--- src/plcl_pkg.sv ---
// Shared types and constants for the piecewise-linear curve lookup.
package plcl_pkg;
    localparam logic [1:0] OUT_INTERP   = 2'd0;
    localparam logic [1:0] OUT_FALLBACK = 2'd1;
    localparam logic [1:0] OUT_BELOW    = 2'd2;
    localparam logic [1:0] OUT_ABOVE    = 2'd3;
    localparam logic       ACT_LOAD     = 1'b0;
    localparam logic       ACT_SAMPLE   = 1'b1;
    localparam logic       REG_POINTS   = 1'b0;
    localparam logic       REG_FALLBACK = 1'b1;

    typedef struct packed {
        logic              action;
        logic [3:0]        point_index;
        logic signed [31:0] point_x;
        logic signed [31:0] point_y;
        logic signed [31:0] query_x;
    } t_in;

    typedef struct packed {
        logic signed [31:0] value;
        logic [1:0]         outcome;
    } t_out;

    // Token passed down the cell chain during a search.
    typedef struct packed {
        logic               active;
        logic               found;
        logic signed [31:0] q;
        logic signed [31:0] ax;
        logic signed [31:0] ay;
        logic signed [31:0] bx;
        logic signed [31:0] by;
    } t_tok;
endpackage

--- src/plcl_interp.sv ---
// Sequential interpolator: restoring divide for t, then multiply and saturate.
module plcl_interp (
    input  logic               i_clk,
    input  logic               i_rst_n,
    input  logic               i_start,
    input  logic signed [31:0] i_ax,
    input  logic signed [31:0] i_ay,
    input  logic signed [31:0] i_bx,
    input  logic signed [31:0] i_by,
    input  logic signed [31:0] i_q,
    output logic               o_done,
    output logic signed [31:0] o_value
);
    import plcl_pkg::*;

    localparam logic [1:0] ST_IDLE = 2'd0;
    localparam logic [1:0] ST_DIV  = 2'd1;
    localparam logic [1:0] ST_MUL  = 2'd2;
    localparam logic [1:0] ST_OUT  = 2'd3;

    logic [1:0]         r_st;
    logic [5:0]         r_cnt;
    logic [32:0]        r_span;
    logic [33:0]        r_rem;
    logic [48:0]        r_num;
    logic [16:0]        r_t;
    logic signed [32:0] r_dy;
    logic signed [31:0] r_ay;
    logic signed [50:0] r_prod;
    logic signed [31:0] r_val;

    logic signed [32:0] span_w;
    logic signed [32:0] off_w;
    logic [32:0]        off_c;
    logic [33:0]        rem_sh;
    logic signed [34:0] res_w;

    assign span_w = 33'(i_bx) - 33'(i_ax);
    assign off_w  = 33'(i_q) - 33'(i_ax);

    // Clamp offset into [0, span]
    always_comb begin
        if (off_w < 0)                    off_c = 33'd0;
        else if (off_w > span_w)          off_c = 33'(span_w);
        else                              off_c = 33'(off_w);
    end

    assign rem_sh = {r_rem[32:0], r_num[48]};
    // ay + floor(prod / 65536), arithmetic shift floors toward minus infinity
    assign res_w  = 35'(r_ay) + 35'(r_prod >>> 16);

    always_ff @(posedge i_clk) begin
        if (!i_rst_n) begin
            r_st <= ST_IDLE;
        end else begin
            unique case (r_st)
                ST_IDLE: if (i_start) r_st <= (span_w > 0) ? ST_DIV : ST_MUL;
                ST_DIV:  if (r_cnt == 6'd48) r_st <= ST_MUL;
                ST_MUL:  r_st <= ST_OUT;
                ST_OUT:  r_st <= ST_IDLE;
                default: r_st <= ST_IDLE;
            endcase
        end
    end

    // Datapath
    always_ff @(posedge i_clk) begin
        unique case (r_st)
            ST_IDLE: begin
                r_span <= 33'(span_w);
                r_num  <= {off_c[32:0], 16'd0};
                r_rem  <= 34'd0;
                r_cnt  <= 6'd0;
                r_t    <= 17'd0;
                r_dy   <= 33'(i_by) - 33'(i_ay);
                r_ay   <= i_ay;
            end
            ST_DIV: begin
                r_num <= {r_num[47:0], 1'b0};
                r_cnt <= r_cnt + 6'd1;
                if (rem_sh >= {1'b0, r_span}) begin
                    r_rem <= rem_sh - {1'b0, r_span};
                    r_t   <= {r_t[15:0], 1'b1};
                end else begin
                    r_rem <= rem_sh;
                    r_t   <= {r_t[15:0], 1'b0};
                end
            end
            ST_MUL: r_prod <= 51'(r_dy) * $signed({1'b0, r_t});
            ST_OUT: begin
                if (res_w > 35'sd2147483647)       r_val <= 32'sh7fffffff;
                else if (res_w < -35'sd2147483648) r_val <= 32'sh80000000;
                else                               r_val <= res_w[31:0];
            end
            default: ;
        endcase
    end

    assign o_done  = (r_st == ST_IDLE);
    assign o_value = r_val;
endmodule

--- config.mk ---
export PLATFORM = sky130hd
export DESIGN_NAME = plcl_interp
export DESIGN_NICKNAME = d
export VERILOG_FILES = /design/src/plcl_pkg.sv /design/src/plcl_interp.sv
export SDC_FILE = /design/constraint.sdc
export NUM_CORES = 2
export LEC_CHECK = 0
export ABC_AREA = 1
export BUFFER_PORTS_ARGS = -buffer_cell sky130_fd_sc_hd__clkbuf_2
export CAP_MARGIN = 20
export CELL_PAD_IN_SITES_DETAIL_PLACEMENT = 2
export CELL_PAD_IN_SITES_GLOBAL_PLACEMENT = 2
export CORE_MARGIN = 3
export CORE_UTILIZATION = 30
export CTS_BUF_LIST = sky130_fd_sc_hd__clkbuf_2 sky130_fd_sc_hd__clkbuf_4 sky130_fd_sc_hd__clkbuf_8
export CTS_CLUSTER_DIAMETER = 200
export DETAILED_ROUTE_END_ITERATION = 8
export PLACE_DENSITY_LB_ADDON = 0.12
export RECOVER_POWER = 50
export SLEW_MARGIN = 25
export SYNTH_ARGS = -nofsm -noshare
export SYNTH_HDL_FRONTEND = slang
export SYNTH_SLANG_ARGS = --single-unit
--- constraint.sdc ---
create_clock -name i_clk -period 7.5 [get_ports i_clk]
set_clock_uncertainty 0.05 [all_clocks]
set_input_delay 1.125 -clock i_clk [delete_from_list [all_inputs] [get_ports i_clk]]
set_output_delay 1.125 -clock i_clk [all_outputs]
set_load 0.1 [all_outputs]
==> flow_metrics.env <==
export IMPL_worstPathArrival_ps=7460
export IMPL_antenna_left=0
export IMPL_gp_congestion=0.869
export IMPL_cts_resized=0
export IMPL_path_class="flip-flop to flip-flop"
export IMPL_synth_cell_types=60
export IMPL_worstSkewPairLatency_ps=750
export IMPL_holdPathStages=2
export IMPL_port_buffers=195
export IMPL_place_area_mm2=0.0438
export IMPL_crit_path_end_kind="flip-flop"
export IMPL_clk_pin_slew_ps=60
export IMPL_reg2regPathDepth=21
export IMPL_synth_top_area_frac=0.266
export IMPL_fin_crit_sh=0.936
export IMPL_clock_sinks=256
export IMPL_layout_commonest_cell="inv_1"
export IMPL_numCtsBuffers=55
export IMPL_syn_avg_cell_area_um2=7.72
export IMPL_start_util=0.303
export IMPL_drtIter0Drc=1642
export IMPL_holdCritPathClass="flip-flop to flip-flop"
export IMPL_final_cell_mix="inv_1 (1384), nand2_1 (1316), fa_1 (539), ha_1 (319), a21oi_1 (294)"
export IMPL_grt_max_degree=70
export IMPL_fillCellCount=15700
export IMPL_max_clock_path_buffers=3
export IMPL_fin_crit_ps=7020
export IMPL_grt_remaining_overflow=0
export IMPL_slew_viol_final=283
export IMPL_fmax_mhz=142
export IMPL_grt_pass1_vias=38700
export IMPL_slew_headroom=-1.74
export IMPL_fp_dieW_um=374
export IMPL_ys_seq_area_frac=0.189
export IMPL_setup_viol=0
export IMPL_fin_area_mm2=0.0449
export IMPL_ys_flop_type="edfxtp_1"
export IMPL_routed_via_density=4.77
export IMPL_cts_max_level=2
export IMPL_violations="capacitance limit, slew limit"
export IMPL_status="complete, but fails checks"
export IMPL_io_pins=196
export IMPL_firstDrtPassIters=5
export IMPL_antenna_found_initial=17
export IMPL_track_usage=0.233
export IMPL_core_area_mm2=0.134
export IMPL_ys_top_cells_by_area="fa_1 (27%), edfxtp_1 (19%), inv_1 (13%)"
export IMPL_drc_errors=0
export IMPL_dieArea_mm2=0.140
export IMPL_finalNetCount=6456
export IMPL_cp_start_kind="flip-flop"
export IMPL_drive_gt1_frac=0.0694
export IMPL_async_reset_ff_frac=0
export IMPL_synth_edf_count=254
export IMPL_cts_root_buf="clkbuf_8"
export IMPL_post_cts_buffers=0
export IMPL_tns_ps=0
export IMPL_grt_pass1_wl_mm=246
export IMPL_syn_to_final_growth_pct=10.8
export IMPL_num_vias=34600
export IMPL_cap_violations=6
export IMPL_ys_ff_latch=256
export IMPL_die_y_um=374
export IMPL_grt_setup_unrepaired="no"
export IMPL_rows=134
export IMPL_postCtsHoldBufs=0
export IMPL_tritoncts="yes"
export IMPL_cp_max_fo=18
export IMPL_crit_required_ps=7940
export IMPL_syn_inst=5249
export IMPL_wl_per_cell_um=22.6
export IMPL_worst_pin_slew_ps=4110
export IMPL_synth_nets=6270
export IMPL_synth_area_mm2=0.0405
export IMPL_final_hold_violation_count=0
export IMPL_dp_hpwl_mm=140
export IMPL_synth_top_area_cell="fa_1"
export IMPL_routed_wl_mm=164
export IMPL_yosys_warnings=0
## cells by family (layout without fill, tap and decap cells)
| kind of cell | count (synthesis) | count (layout) | synth area share |
|---|---|---|---|
| adder cells (fa/ha/maj) | 858 | 858 | 0.365 |
| AND/OR/NAND/NOR | 1784 | 1784 | 0.175 |
| other | 0 | 5 | 0 |
| flip-flops | 256 | 256 | 0.189 |
| buffers and inverters | 1551 | 1781 | 0.146 |
| XOR/XNOR | 178 | 178 | 0.0391 |
| AO/OA/AOI/OAI | 622 | 622 | 0.0864 |
## stage by stage
step / hold WS (ps) / utilization / setup WS (ps) / instances
after floorplan: 422 / - / 1170 / 5249
after global placement: 450 / 0.328 / 517 / 7146
after detailed placement: 466 / 0.328 / 427 / 7146
after CTS: 457 / 0.336 / 423 / 7247
after global routing: 507 / 0.336 / 188 / 7251
final: 478 / 0.336 / 479 / 7252
## metal layers
layer  vias up  track usage  part of all wire
met1     17800        0.327              0.48
met3       129       0.0203             0.031
li1      16200            -                 -
met4         4       0.0383             0.014
met2       485        0.397              0.48
met5         -            0           0.00017
## worst paths after layout
path / slack (ps) / start / endpoint
max: 480 / r_t[5]$_SDFFCE_PN0P_ / r_prod[47]$_DFFE_PP_
min: 480 / r_num[34]$_DFFE_PP_ / r_num[35]$_DFFE_PP_
max reg2reg: 480 / r_t[5]$_SDFFCE_PN0P_ / r_prod[47]$_DFFE_PP_
min reg2reg: 480 / r_num[34]$_DFFE_PP_ / r_num[35]$_DFFE_PP_
## area by class of cell
type / count / area, µm² / area share
inverters: 1387 / 5210 / 0.116
multi-input cells: 3442 / 27000 / 0.600
clock inverters: 37 / 309 / 0.00688
diodes: 5 / 12.5 / 0.000279
repair buffers: 293 / 1710 / 0.0382
flip-flops and latches: 256 / 7670 / 0.171
well taps: 1768 / 2210 / 0.0493
clock buffers: 64 / 825 / 0.0184
## flip-flops by register name, indices dropped and copies added (netlist names)
signal and count:
r_span 33, r_t 17, r_num 33, r_rem 33
r_cnt 6, r_dy 33, r_st 2, o_value 32
r_prod 35, r_ay 32
## Yosys cell counts (9+ instances only)
master	instances
nor3_1	33
xnor2_1	70
o21bai_1	10
a31oi_1	27
inv_1	1384
xor2_1	106
a21o_1	18
nor4_1	11
a21oi_1	294
nand4_1	35
edfxtp_1	254
a211oi_1	10
ha_1	319
o211ai_1	9
buf_6	10
o21ai_1	12
nor2_1	269
nand2_1	1317
nand3_1	83
o21ai_0	175
clkbuf_1	146
nand2_2	11
o21a_1	23
fa_1	539
## worst max-delay path, stage by stage (launching register included)
cell and delay [ps]:
edfxtp_1 930, buf_4 340, nand2_1 90, fa_1 530, fa_1 550, fa_1 530, inv_1 60, fa_1 530
fa_1 520, inv_1 50, fa_1 540, inv_1 60, ha_1 440, nand2_1 150, nor2_1 220, inv_1 110
nor2_1 160, nand2_1 60, o21ai_0 500, nand2_1 210, nand3_1 120, nand2_1 60
Power is left out: the tool's default activity adds up to more than one toggle a clock period on the data nets, which glitch-free logic cannot reach.
