## src/plcl_pkg.sv

```systemverilog
// Shared types and constants for the piecewise-linear curve lookup.
package plcl_pkg;
    localparam logic [1:0] OUT_INTERP   = 2'd0;
    localparam logic [1:0] OUT_FALLBACK = 2'd1;
    localparam logic [1:0] OUT_BELOW    = 2'd2;
    localparam logic [1:0] OUT_ABOVE    = 2'd3;
    localparam logic       ACT_LOAD     = 1'b0;
    localparam logic       ACT_SAMPLE   = 1'b1;
    localparam logic       REG_POINTS   = 1'b0;
    localparam logic       REG_FALLBACK = 1'b1;

    typedef struct packed {
        logic              action;
        logic [3:0]        point_index;
        logic signed [31:0] point_x;
        logic signed [31:0] point_y;
        logic signed [31:0] query_x;
    } t_in;

    typedef struct packed {
        logic signed [31:0] value;
        logic [1:0]         outcome;
    } t_out;

    // Token passed down the cell chain during a search.
    typedef struct packed {
        logic               active;
        logic               found;
        logic signed [31:0] q;
        logic signed [31:0] ax;
        logic signed [31:0] ay;
        logic signed [31:0] bx;
        logic signed [31:0] by;
    } t_tok;
endpackage

```

## src/plcl_cell.sv

```systemverilog
// One breakpoint cell: stores (x, y) and checks the passing search token.
module plcl_cell (
    input  logic               i_clk,
    input  logic               i_we,
    input  logic signed [31:0] i_x,
    input  logic signed [31:0] i_y,
    input  logic               i_en,
    input  logic               i_first,
    input  plcl_pkg::t_tok     i_tok,
    output plcl_pkg::t_tok     o_tok
);
    import plcl_pkg::*;

    logic signed [31:0] r_x;
    logic signed [31:0] r_y;
    t_tok               r_tok;
    t_tok               n_tok;

    // Breakpoint storage
    always_ff @(posedge i_clk) begin
        if (i_we) begin
            r_x <= i_x;
            r_y <= i_y;
        end
    end

    // Match when the query lies at or below this point; previous point kept in token
    always_comb begin
        n_tok = i_tok;
        if (i_tok.active && !i_tok.found && i_en && !i_first && (i_tok.q <= r_x)) begin
            n_tok.found = 1'b1;
            n_tok.bx    = r_x;
            n_tok.by    = r_y;
        end
        if (!n_tok.found) begin
            n_tok.ax = r_x;
            n_tok.ay = r_y;
        end
    end

    always_ff @(posedge i_clk) begin
        r_tok <= n_tok;
    end

    assign o_tok = r_tok;
endmodule

```

## config.mk

```make
export PLATFORM = sky130hd
export DESIGN_NAME = plcl_cell
export DESIGN_NICKNAME = d
export VERILOG_FILES = /design/src/plcl_pkg.sv /design/src/plcl_cell.sv
export SDC_FILE = /design/constraint.sdc
export NUM_CORES = 1
export LEC_CHECK = 0
export BUFFER_PORTS_ARGS = -buffer_cell sky130_fd_sc_hd__clkbuf_2
export CORE_UTILIZATION = 25
export CTS_CLUSTER_SIZE = 24
export DETAILED_ROUTE_END_ITERATION = 12
export PLACE_DENSITY_LB_ADDON = 0.15
export SYNTH_ARGS = -nofsm -noshare
export SYNTH_HDL_FRONTEND = slang
export SYNTH_SLANG_ARGS = --single-unit
```

## constraint.sdc

```tcl
create_clock -name i_clk -period 6.44 [get_ports i_clk]
set_input_delay 0.322 -clock i_clk [delete_from_list [all_inputs] [get_ports i_clk]]
set_output_delay 0.322 -clock i_clk [all_outputs]
set_load 0.05 [all_outputs]
```

==> run summary, run 1 <==
The number of flip-flops and latches in the synthesized netlist is 226. Measured against its own limit, the worst slew margin works out to 34.73%. The share of post-route cells with drive strength above 1 came out at 53.92%. The overall fraction of global-route tracks in use came out at 13.53%.

In this run the critical register-to-register path is launched from r_x[30]$_DFFE_PP_. The worst path uses 61.13% of the clock period. At the end of the flow, the number of nets in the layout was 1290.

STA classifies the critical path endpoint as a flip-flop. Cell type of the slowest stage on the worst timing path: a31oi_4. Measured along the y axis, the die boundary spans 178.9 um.

Once detailed placement completed, the half-perimeter wirelength came to 16.68 mm. The post-synthesis mux area share was 21.30%. The internal portion of the total power is 0.002664 W.

Setup violations remaining at the end of the flow were counted as 0. Entering global routing, the biggest net connects 65 pins. The routability-driven placement congestion ratio was 0.7291; the relative contribution of combinational cells to total power was 20.5%. In this design, the largest share of critical-path delay is due to compound AO/OA/AOI/OAI gates. The clock edge transition at the registers on the reported setup and hold paths works out to 0.06 ns. By area, the combinational part of the netlist is dominated by multiplexers. The tools report the via count as 5689. By startpoint and endpoint, the worst setup path is classified as in -> reg. The logs give 5165 um2 for the sequential cell area and 2.469 ns for the pre-CTS setup slack.

The die is 178.9 um wide. After layout, the minimum clock period comes to 3.937 ns. At the pin with the least slew margin, the transition time is 0.9790 ns. Static timing analysis puts the maximum clock frequency at 0.2540 GHz.

The first detailed-routing pass took 4 iterations. The total grt overflow was 0; the sequential element share of the synthesized area was 66.01%. The analysis attributes to net switching a power of 0.001118 W.

The final setup skew was 0.01088 ns; the length of routed met3 wiring was 1.652 mm. In the post-route analysis, the smallest setup slack over all paths is 2.503 ns. After filler insertion, the fill cell instance count of the layout stands at 2958. In this run the post-CTS setup repair buffer count came out at 0. Count of final max-slew check failures: 0. Counting every net in the synthesized netlist gives 753. The number of core rows is 64, and the number of antenna violations at the first check in global routing is 2. In this run the tool buffered the top-level ports with 391 buffer cells.

The clock sink count is 226, and the top-level port count is 392. TritonCTS built the clock tree. Clock tree synthesis inserted a total of 25 buffers. In this run the worst setup path begins at i_tok[158].

The detailed route wirelength on metal2 was 11.62 mm; the total of warnings raised by yosys was 0. For the final count of hold timing violations, the log shows 0. The total detailed-routing wirelength came out at 23.05 mm. The highest fanout seen on the critical path was 50.

The worst setup path is launched from a primary input. The complex-gate fraction of the synthesized area is 2.414%. VDD sags by at most 186.2 uV. The tools report the launch instance of the worst min-delay path as i_tok[108]. The tools report the deepest clock path buffer count as 3.

The library cell used most frequently in the layout, excluding fill and tap cells, is clkbuf_2. The run gives 6.84 ns as the data required time at the worst endpoint. The core region is 30670 um2. The count of unique library cells instantiated by Yosys came out at 32. For the area of placed instances, the log shows 10210 um2.

The total power density per cell area is 307.6 nW/um2. Dividing the detail-routed via count by the number of cells gives 3.942. Relative to the synthesized area, the layout overhead comes to 57.12%. The largest single stage delay on the critical path is 0.68 ns. For this block, the initial DRC count from the detailed router was 162. Registers are responsible for 43.3% of the overall power. In this run the remaining antenna-violating nets after routing total 0. Setup repair after global routing left no endpoint under its margin.

The run finished with clean final reports. The highest layer touched by signal routing is met4. After Yosys synthesis, XOR and XNOR cells account for 0% of the synthesized area.

The H-tree level count was 1. Summing the areas of all and, or, nand and nor instances in the mapped netlist gives 2.175% of the synthesized area. The detailed-route wire length per cell was 15.98 um; the wire length of the first global-routing pass was 32.80 mm. Summing the areas of all fa, ha and maj instances in the mapped netlist gives 5.117% of the synthesized area. Across all register-to-register paths, the minimum setup slack is 2.52 ns. The switching part of the total works out to 29.56%. The average instance in the mapped netlist occupies 15.94 um2.

The run gives 25.51% as the starting density of the core. In the final layout, the multi-input gates occupy 2431 um2. Across all hold checks on the routed design, the worst slack comes to 0.02747 ns. In the layout the commonest cells are clkbuf_2 (390), dfxtp_1 (162), dlygate4sd3_1 (130), mux2_2 (68), edfxtp_1 (64).

Library cell used as clock root buffer: clkbuf_16. After routing, the total negative slack on setup checks comes to 0 ns. The leakage power is 5.777 nW, and the number of global-route vias before repair is 5945. The detailed-route DRC error count was 0; the number of buffer and inverter stages on the critical path was 3. In this run the cell area of the synthesized design comes to 7825 um2. In the final routing, the length of wire on met1 measures 9.056 mm. For the worst-skew pair, the clock arrives at the later sink with an insertion delay of 0.52 ns. The tightest min-delay check is of the in -> reg type.

Die footprint: 32010 um2. The logs give 4.34 ns for the data arrival time of the worst path and 0 for the number of violations of the max-capacitance limit. The run gives 491 as the synthesized instance count. The clock network burns 36.2% of the power. After routing the design area is 12290 um2.

Traced cell by cell, the critical path runs through dlygate4sd3_1 > clkbuf_2 > ha_1 > a21oi_1 > a21oi_1 > a211o_1 > a211o_1 > or4_4 > a31oi_4 > buf_12 > mux2_2.
==> path summary, 6_finish.rpt <==
kind | endpoint | depth (start not counted)
min | o_tok[108]$_DFF_P_ | 2
min reg2reg | o_tok[7]$_DFF_P_ | 1
max reg2reg | o_tok[0]$_DFF_P_ | 10
max | o_tok[0]$_DFF_P_ | 11
==> cell families after synthesis <==
family          Yosys count
compound gates           28
fa+ha+maj                32
buf+inv                  48
flops                   226
mux                     128
simple gates             29
==> cells in the mapped netlist <==
cell type / instances / area [um2]
nand4_2: 1 / 12.51
nor4_1: 2 / 12.51
mux2_2: 68 / 765.7
a31oi_4: 1 / 21.27
nor2b_1: 1 / 6.260
a2111oi_0: 1 / 8.760
nor3_1: 1 / 5.000
or3_2: 1 / 7.510
nand4_1: 7 / 43.79
nand2_1: 5 / 18.77
o31ai_1: 1 / 7.510
buf_2: 7 / 35.03
a21oi_1: 13 / 65.06
a21o_1: 1 / 7.510
dfxtp_1: 162 / 3243
and3_1: 2 / 12.51
o211ai_1: 1 / 7.510
nor3b_1: 1 / 7.510
a211o_1: 2 / 17.52
o21ai_0: 4 / 20.02
or4_4: 1 / 11.26
nand3_1: 5 / 25.02
inv_1: 35 / 131.4
o31a_2: 1 / 10.01
ha_1: 32 / 400.4
mux2_4: 60 / 900.9
nor2_1: 2 / 7.510
buf_6: 6 / 67.56
edfxtp_1: 64 / 1922
a221oi_1: 1 / 8.760
a21boi_0: 1 / 7.510
a22oi_1: 1 / 7.510
==> stage by stage <==
| stage | util, % | total power (W) | std cells |
|---|---|---|---|
| 2_1_floorplan | - | 0.002158 | 491 |
| 3_3_place_gp | 33.29 | 0.002386 | 1267 |
| 3_5_place_dp | 33.29 | 0.002387 | 1267 |
| 4_1_cts | 40.08 | 0.003846 | 1442 |
| 5_1_grt | 40.09 | 0.003942 | 1443 |
| 6_report | 40.09 | 0.003782 | 1443 |
==> metal layers <==
| layer | vias up | track usage (%) |
|---|---|---|
| met2 | 220 | 24.47 |
| met4 | 0 | 4.732 |
| li1 | 2824 | - |
| met1 | 2606 | 15.24 |
| met5 | - | 0 |
| met3 | 39 | 3.456 |
==> sequential cells by signal (all words and copies together), names as in the netlist <==
| signal | count |
|---|---|
| o_tok | 162 |
| r_x | 32 |
| r_y | 32 |
==> timing repair <==
item,4_1_cts,5_1_grt
hold endpoints to repair,130,0
resized for setup,0,0
hold buffers,130,0
==> layout make-up <==
class	count	area share, %
Tap cell	396	4.030
Clock inverter	6	0.2544
Timing Repair Buffer	523	26.75
Sequential cell	226	42.01
Multi-Input combinational cell	217	19.77
Antenna cell	1	0.02035
Clock buffer	39	6.096
Inverter	35	1.069
==> power groups by stage <==
| stage | clock (W) | sequential (W) | combinational, W |
|---|---|---|---|
| 2_1_floorplan | 0 | 0.00199 | 0.000171 |
| 3_3_place_gp | 0 | 0.00167 | 0.000717 |
| 3_5_place_dp | 0 | 0.00167 | 0.000716 |
| 4_1_cts | 0.00142 | 0.00164 | 0.000783 |
| 5_1_grt | 0.00147 | 0.00165 | 0.000821 |
| 6_report | 0.00137 | 0.00164 | 0.000774 |
No activity file was read; power rests on OpenSTA's default activity.
==> run 2, diff against run 1 <==
==> constraint.sdc (replaced) <==
create_clock -name i_clk -period 3.4 [get_ports i_clk]
set_input_delay 0.17 -clock i_clk [delete_from_list [all_inputs] [get_ports i_clk]]
set_output_delay 0.17 -clock i_clk [all_outputs]
set_load 0.05 [all_outputs]
==> run 2 against run 1 <==
Flip-flop and latch count stayed put. Non-clock buffer count grew 104. Clock power up 100%. Core utilization up 3.8 points. Via count rose by 7.6%. Clock skew grew 0.013 ns. Die area unchanged. Sequential share of layout area decreased by 3.6 points. Critical path depth did not move. Worst setup slack got worse by 2.3 ns. Register-to-register slack worse by 2.3 ns. Global-route usage rose by 0.77 points. Critical path type is now reg -> reg. Largest cell class unchanged.
==> run summary, run 2 (synthesis gave the netlist of run 1 again) <==
Cells fill 43.86% of the core in the end. The run gives 0 as the number of antenna violations at the first check in global routing. In the final design database the tool counted 1396 nets. The detailed-route DRC error count is 0. In this run, CTS created clock tree buffers numbering 27. The tools report the count of final max-slew check failures as 0. The violation count after the first detailed-route iteration was 166; the number of violations of the max-capacitance limit was 0.

For the clock insertion delay at the later pin of the skew report, the log shows 0.55 ns. The core region is 30670 um2. Setup repair after global routing left no endpoint under its margin. The longest clock path from root to sink contains 3 buffers. The H-tree level count is 1. For the setup violation total in the final timing report, the log shows 0. The critical path start-end classification was reg -> reg. Along the worst path, the maximum fanout reaches 16.

The final count of hold timing violations was 0; the shortest period the worst path allows was 3.204 ns. The wire length of the first global-routing pass is 35.01 mm. The worst setup path is captured at a flip-flop. For this configuration, the core starts out at a cell density of 25.51%.

From synthesis to final layout, the design area changed by 71.91%. 0 antenna diodes ended up in the layout. Entering global routing, the biggest net connects 65 pins.

The tools report the leakage power as 6.277 nW. For this design, the sink count on the clock tree is 226. Library cell used as clock root buffer: clkbuf_16. Summed over all layers, the routed wires come to 24.14 mm. The clock edge transition at the registers on the reported setup and hold paths was 0.06 ns. For this run the aggregate overflow at the end of global routing stands at 0.

At the worst endpoint, the arrival time is 3.63 ns. The via count is 6124, and the chip height is 178.9 um. The share of post-route cells with drive strength above 1 was 49.96%. The class of the tightest hold or removal check is in -> reg. Measured against its own limit, the worst slew margin works out to 34.69%. Between clock sinks in the finished design, the worst skew comes to 0.02399 ns. The total power density per cell area was 552.9 nW/um2.

The run finished with clean final reports. Summed over all failing endpoints, the final setup total negative slack is 0 ns. After detailed routing, the average wire length per cell comes to 15.56 um.

In this run, post-CTS repair resized a total of 0 instances. The tools report the worst reg-to-reg setup slack as 0.20 ns. The run gives 6511 as the number of global-route vias before repair. After detailed routing, the number of vias per cell comes to 3.948. Derived from the worst setup path, the maximum achievable clock frequency is 0.3121 GHz.

TritonCTS built the clock tree. The overall fraction of global-route tracks in use is 14.31%, and the flip-flop count of the largest register after layout is 162. The first detailed-routing pass ran for 4 iterations.

The number of port buffers is 391. The worst-case setup margin in the final layout is 0.1963 ns, and the worst-case vdd ir drop is 388.0 uV. Slew at the pin closest to its max-slew limit: 0.9797 ns. In the layout the commonest cells are clkbuf_2 (390), dlygate4sd3_1 (225), dfxtp_1 (162), mux2_2 (68), edfxtp_1 (64). Pin placement for this block handled 392 I/O pins.

The antenna violation net count after detailed routing was 0; the pre-CTS setup slack was 0.1777 ns. After layout, the worst path uses 94.23% of the clock period. The data required time at the worst endpoint is 3.83 ns. The die is 178.9 um wide.

Post-DP HPWL: 17.24 mm. The leading cell type in the layout, fill and taps excluded is clkbuf_2. The die covers 32010 um2. STA classifies the critical path startpoint as a flip-flop. The routability-driven placement congestion ratio came out at 0.7582. The number of core rows came out at 64.
## run 2: changes by cell type in the layout (fill, tap and decap cells not counted), sizes merged
cell / previous run / this run
dlygate4sd3: 130 / 225
diode: 1 / 0
clkbuf: 429 / 433
buf: 3 / 12
inv: 36 / 37
## run 2: report_power, final
group / switching, W / internal (W)
clock: 0.00113 / 0.00163
sequential: 0.0000886 / 0.00302
combinational: 0.000968 / 0.000607
## run 2: area by class of cell
type                            count  area [um2]
Inverter                           35       131.4
Clock buffer                       43       805.8
Sequential cell                   226        5165
Tap cell                          396       495.5
Timing Repair Buffer              627        4369
Fill cell                        2853       17220
Clock inverter                      7       53.80
Multi-Input combinational cell    217        2431
## run 2: through the flow
stage | instance area (um2) | hold WS (ns) | power (W) | std cells
3_3_place_gp | 10340 | 0.2991 | 0.004537 | 1276
4_1_cts | 13450 | 0.2630 | 0.007566 | 1551
3_5_place_dp | 10340 | 0.3035 | 0.004539 | 1276
6_report | 13450 | 0.3005 | 0.007438 | 1551
5_1_grt | 13450 | 0.2970 | 0.007773 | 1551
2_1_floorplan | 7825 | 0.1977 | 0.004087 | 491
## run 2: worst paths after layout
kind,from,endpoint,depth (start not counted)
worst max register to register,r_x[31]$_DFFE_PP_,o_tok[7]$_DFF_P_,11
worst min register to register,r_y[28]$_DFFE_PP_,o_tok[28]$_DFF_P_,1
worst max-delay path,r_x[31]$_DFFE_PP_,o_tok[7]$_DFF_P_,11
worst min-delay path,i_tok[135],o_tok[135]$_DFF_P_,2
## run 2: worst max-delay path: stages (launching register included)
cell and delay [ns]:
edfxtp_1 0.42, inv_1 0.10, ha_1 0.28, nand4_2 0.13
nor3_1 0.07, a211o_1 0.28, a211o_1 0.32, or4_4 0.54
a31oi_4 0.23, buf_12 0.22, buf_12 0.16, mux2_4 0.30
## run 2: routing by layer
layer | track usage, % | routed length, um | vias up
met5 | 0 | 0 | -
met4 | 5.014 | 636 | 0
met2 | 25.80 | 12230 | 229
met3 | 3.711 | 1733 | 46
met1 | 16.12 | 9545 | 2803
li1 | - | - | 3046
## run 2: repair_timing
item                                   4_1_cts  5_1_grt
endpoints found under the hold margin      225        0
hold buffers                               225        0
setup endpoints to repair                    0        0
setup buffers                                0        0
==> run 3, diff against run 2 <==
--- a/config.mk
+++ b/config.mk
@@ -6,6 +6,7 @@
 export NUM_CORES = 1
 export LEC_CHECK = 0
 export BUFFER_PORTS_ARGS = -buffer_cell sky130_fd_sc_hd__clkbuf_2
+export CAP_MARGIN = 10
 export CORE_UTILIZATION = 25
 export CTS_CLUSTER_SIZE = 24
 export DETAILED_ROUTE_END_ITERATION = 12
==> constraint.sdc (replaced) <==
create_clock -name i_clk -period 4 [get_ports i_clk]
set_input_delay 0.2 -clock i_clk [delete_from_list [all_inputs] [get_ports i_clk]]
set_output_delay 0.2 -clock i_clk [all_outputs]
set_load 0.05 [all_outputs]
==> run 3 against run 2 <==
Register-to-register slack improved by 0.47 ns. Final area decreased by 0.83%. Non-clock buffer count decreased by 6. Global-route usage decreased by 0.36 points. Power decreased by 16%. Clock skew decreased by 0.0072 ns. Hold slack improved by 0.041 ns. Critical path depth decreased by 1. Clock power decreased by 17%. Largest cell class unchanged. Largest power group unchanged.
==> run summary, run 3 (synthesis gave the netlist of run 1 again) <==
The flow ran to the end, and the final reports show no timing, DRC or antenna violations. The critical path contains buffers and inverters numbering 2 combined. The mean number of vias per cell is 3.942. The clock network burns 36.6% of the power. met2 is the most crowded layer.

Pin placement for this block handled 392 I/O pins. After the last flow step, the layout net total stands at 1389. For this run, the top clock speed supported by timing is 0.3001 GHz.

The flip-flop count of the largest register after layout was 162; the final count of hold timing violations was 0. The first global-routing pass estimated 33.95 mm of wire. The number of core rows is 64. The post-DP HPWL came out at 16.84 mm.

The library cells used most frequently in the layout, excluding fill and tap cells, are clkbuf_2 (390), dlygate4sd3_1 (225), dfxtp_1 (162), mux2_2 (68), edfxtp_1 (64). In the global route stage, met1 resource usage came out at 15.73%. Entering global routing, the biggest net connects 65 pins. The clock arrives with 0.01682 ns of skew. The total power density per cell area works out to 469.4 nW/um2.

The routability-driven placement congestion ratio came out at 0.7388. The logs give 3.414% for the met3 capacity usage during global routing and 0.6674 ns for the worst-case setup margin in the final layout. The family with the most delay on the worst path is compound AO/OA/AOI/OAI gates. The horizontal die dimension was 178.9 um. For the final-layout fill cell count, the log shows 2898.

Of all nets on the critical path, the largest fanout is 52. For the worst slack on hold paths, the log shows 0.3419 ns. The slowest stage of the critical path is the or4_4 cell.

The number of violations of the max-capacitance limit came out at 0. Clock latency on the worst-skew pair, taken at its later pin, is 0.53 ns. For this run, the detailed router's first-pass iteration total came to 4.

Dividing the detail-routed wire length by the instance count gives 15.43 um. Net switching is 28.88% of the power. The critical path goes through inv_1 > ha_1 > a21oi_1 > a21oi_1 > a211o_1 > a211o_1 > or4_4 > a31oi_4 > buf_12 > mux2_2. The internal portion of the total power is 0.004453 W. For the detailed-route DRC error count, the log shows 0. The number of antenna violations at the first check in global routing is 0.

Setup repair after global routing left no endpoint under its margin. The final layout contains routed wiring with a total length of 23.81 mm. Summing all placed instances gives a cell area of 10260 um2.

IR analysis of the VDD net gives a maximum drop of 314.3 uV. Sequential cells account for 42.2% of the total power. The share of post-route cells with drive strength above 1 is 49.17%. The run gives 1543 as the final standard cell count with taps included and fillers excluded. The final clock period utilization by the worst path came out at 83.32%.

The final cell area excluding filler cells was 13340 um2; the max-slew headroom at the worst pin was 33.39%. CTS saw 226 sinks. Measured along the y axis, the die boundary spans 178.9 um.

The leading cell type in the layout, fill and taps excluded is clkbuf_2. For the worst setup path, the data arrival time is 3.74 ns. Shortest period the worst path allows: 3.333 ns.

The run gives 1270 as the number of cells in the design after placement. H-tree level count: 1. TritonCTS built the clock tree. The leakage power is 6.210 nW, and the deepest clock path buffer count is 3. For met2 alone, demand over resource in global routing was 25.29%.

The run gives 0 as the antenna violation net count after detailed routing. The critical path is of the reg -> reg type. For the final routed database, the setup TNS stands at 0 ns.

The total CTS buffers was 26; the total grt overflow was 0. After clock tree synthesis, the clock-pin slew on the worst setup and hold paths is 0.06 ns. The via count came out at 6082.

The library cell used as clock root buffer is clkbuf_16. For the count of final max-slew check failures, the log shows 0. Compared with the post-synthesis result, the final layout area differs by 70.48%. For the net switching power of the design, the log shows 0.001809 W.

During placement, the flow inserted port buffers numbering 391. The logs give 25.51% for the starting density of the core and 21.3% for the relative contribution of combinational cells to total power. At the pin with the least slew margin, the transition time is 0.9992 ns. For the die footprint, the log shows 32010 um2.

The core box area is 30670 um2, and the pre-CTS setup slack is 0.6389 ns. The run gives 0 as the number of diodes added for antenna fixing. The sequential cells in the finished layout cover a total of 5165 um2. The category of the worst setup path launch point is a flip-flop. In the global route stage, overall resource usage came out at 13.95%. The logs give 6309 for the number of global-route vias before repair and 4.41 ns for the data required time at the worst endpoint.

The class of the tightest hold or removal check was in -> reg. The combined area of the multi-input logic cells was 2431 um2. The worst setup path is captured at a flip-flop. Setup violation total in the final timing report: 0.

The delay of the slowest cell on the worst path is 0.54 ns, and the violation count after the first detailed-route iteration is 131.
run 3: what timing repair did:
action	CTS	global route
endpoints found under the hold margin	225	0
hold buffers	225	0
resized for setup	0	0
setup buffers	0	0
run 3: power groups by stage:
stage / combinational (W) / clock (W) / sequential, W
after floorplan: 0.000276 / 0 / 0.00320
final: 0.00133 / 0.00229 / 0.00264
after CTS: 0.00135 / 0.00238 / 0.00264
after global routing: 0.00141 / 0.00246 / 0.00266
after detailed placement: 0.00116 / 0 / 0.00269
after global placement: 0.00116 / 0 / 0.00269
run 3: cell type report:
| class | count | share of cell area [%] |
|---|---|---|
| Clock buffer | 47 | 6.162 |
| Sequential cell | 226 | 38.72 |
| Timing Repair Buffer | 621 | 32.13 |
| Clock inverter | 1 | 0.06565 |
| Tap cell | 396 | 3.714 |
| Multi-Input combinational cell | 217 | 18.22 |
| Inverter | 35 | 0.9848 |
run 3: per-stage QoR:
stage               total power [W]  utilization [%]
floorplan                  0.003474                -
global placement           0.003849            33.44
detailed placement         0.003853            33.44
CTS                        0.006373            43.50
global route               0.006532            43.50
finish                     0.006262            43.50
run 3: final timing paths:
| path | startpoint | end | slack, ns | depth (start not counted) |
|---|---|---|---|---|
| worst min-delay path | i_tok[137] | o_tok[137]$_DFF_P_ | 0.34 | 2 |
| worst max-delay path | r_x[30]$_DFFE_PP_ | o_tok[1]$_DFF_P_ | 0.67 | 10 |
| worst max register to register | r_x[30]$_DFFE_PP_ | o_tok[1]$_DFF_P_ | 0.67 | 10 |
| worst min register to register | r_y[27]$_DFFE_PP_ | o_tok[27]$_DFF_P_ | 0.49 | 1 |
run 3: layer usage:
metal	vias to the layer above	wire length (um)
met4	0	703
li1	3030	-
met3	34	1614
met2	232	12040
met5	-	0
met1	2786	9449
run 3: worst register-to-register path: cells and delay by family, from the launching register on:
family                   cells  cell delay [ns]
flip-flops                   1             0.43
adder cells (fa/ha/maj)      1             0.26
AO/OA/AOI/OAI                5             1.06
multiplexers                 1             0.43
buffers and inverters        2             0.50
AND/OR/NAND/NOR              1             0.54
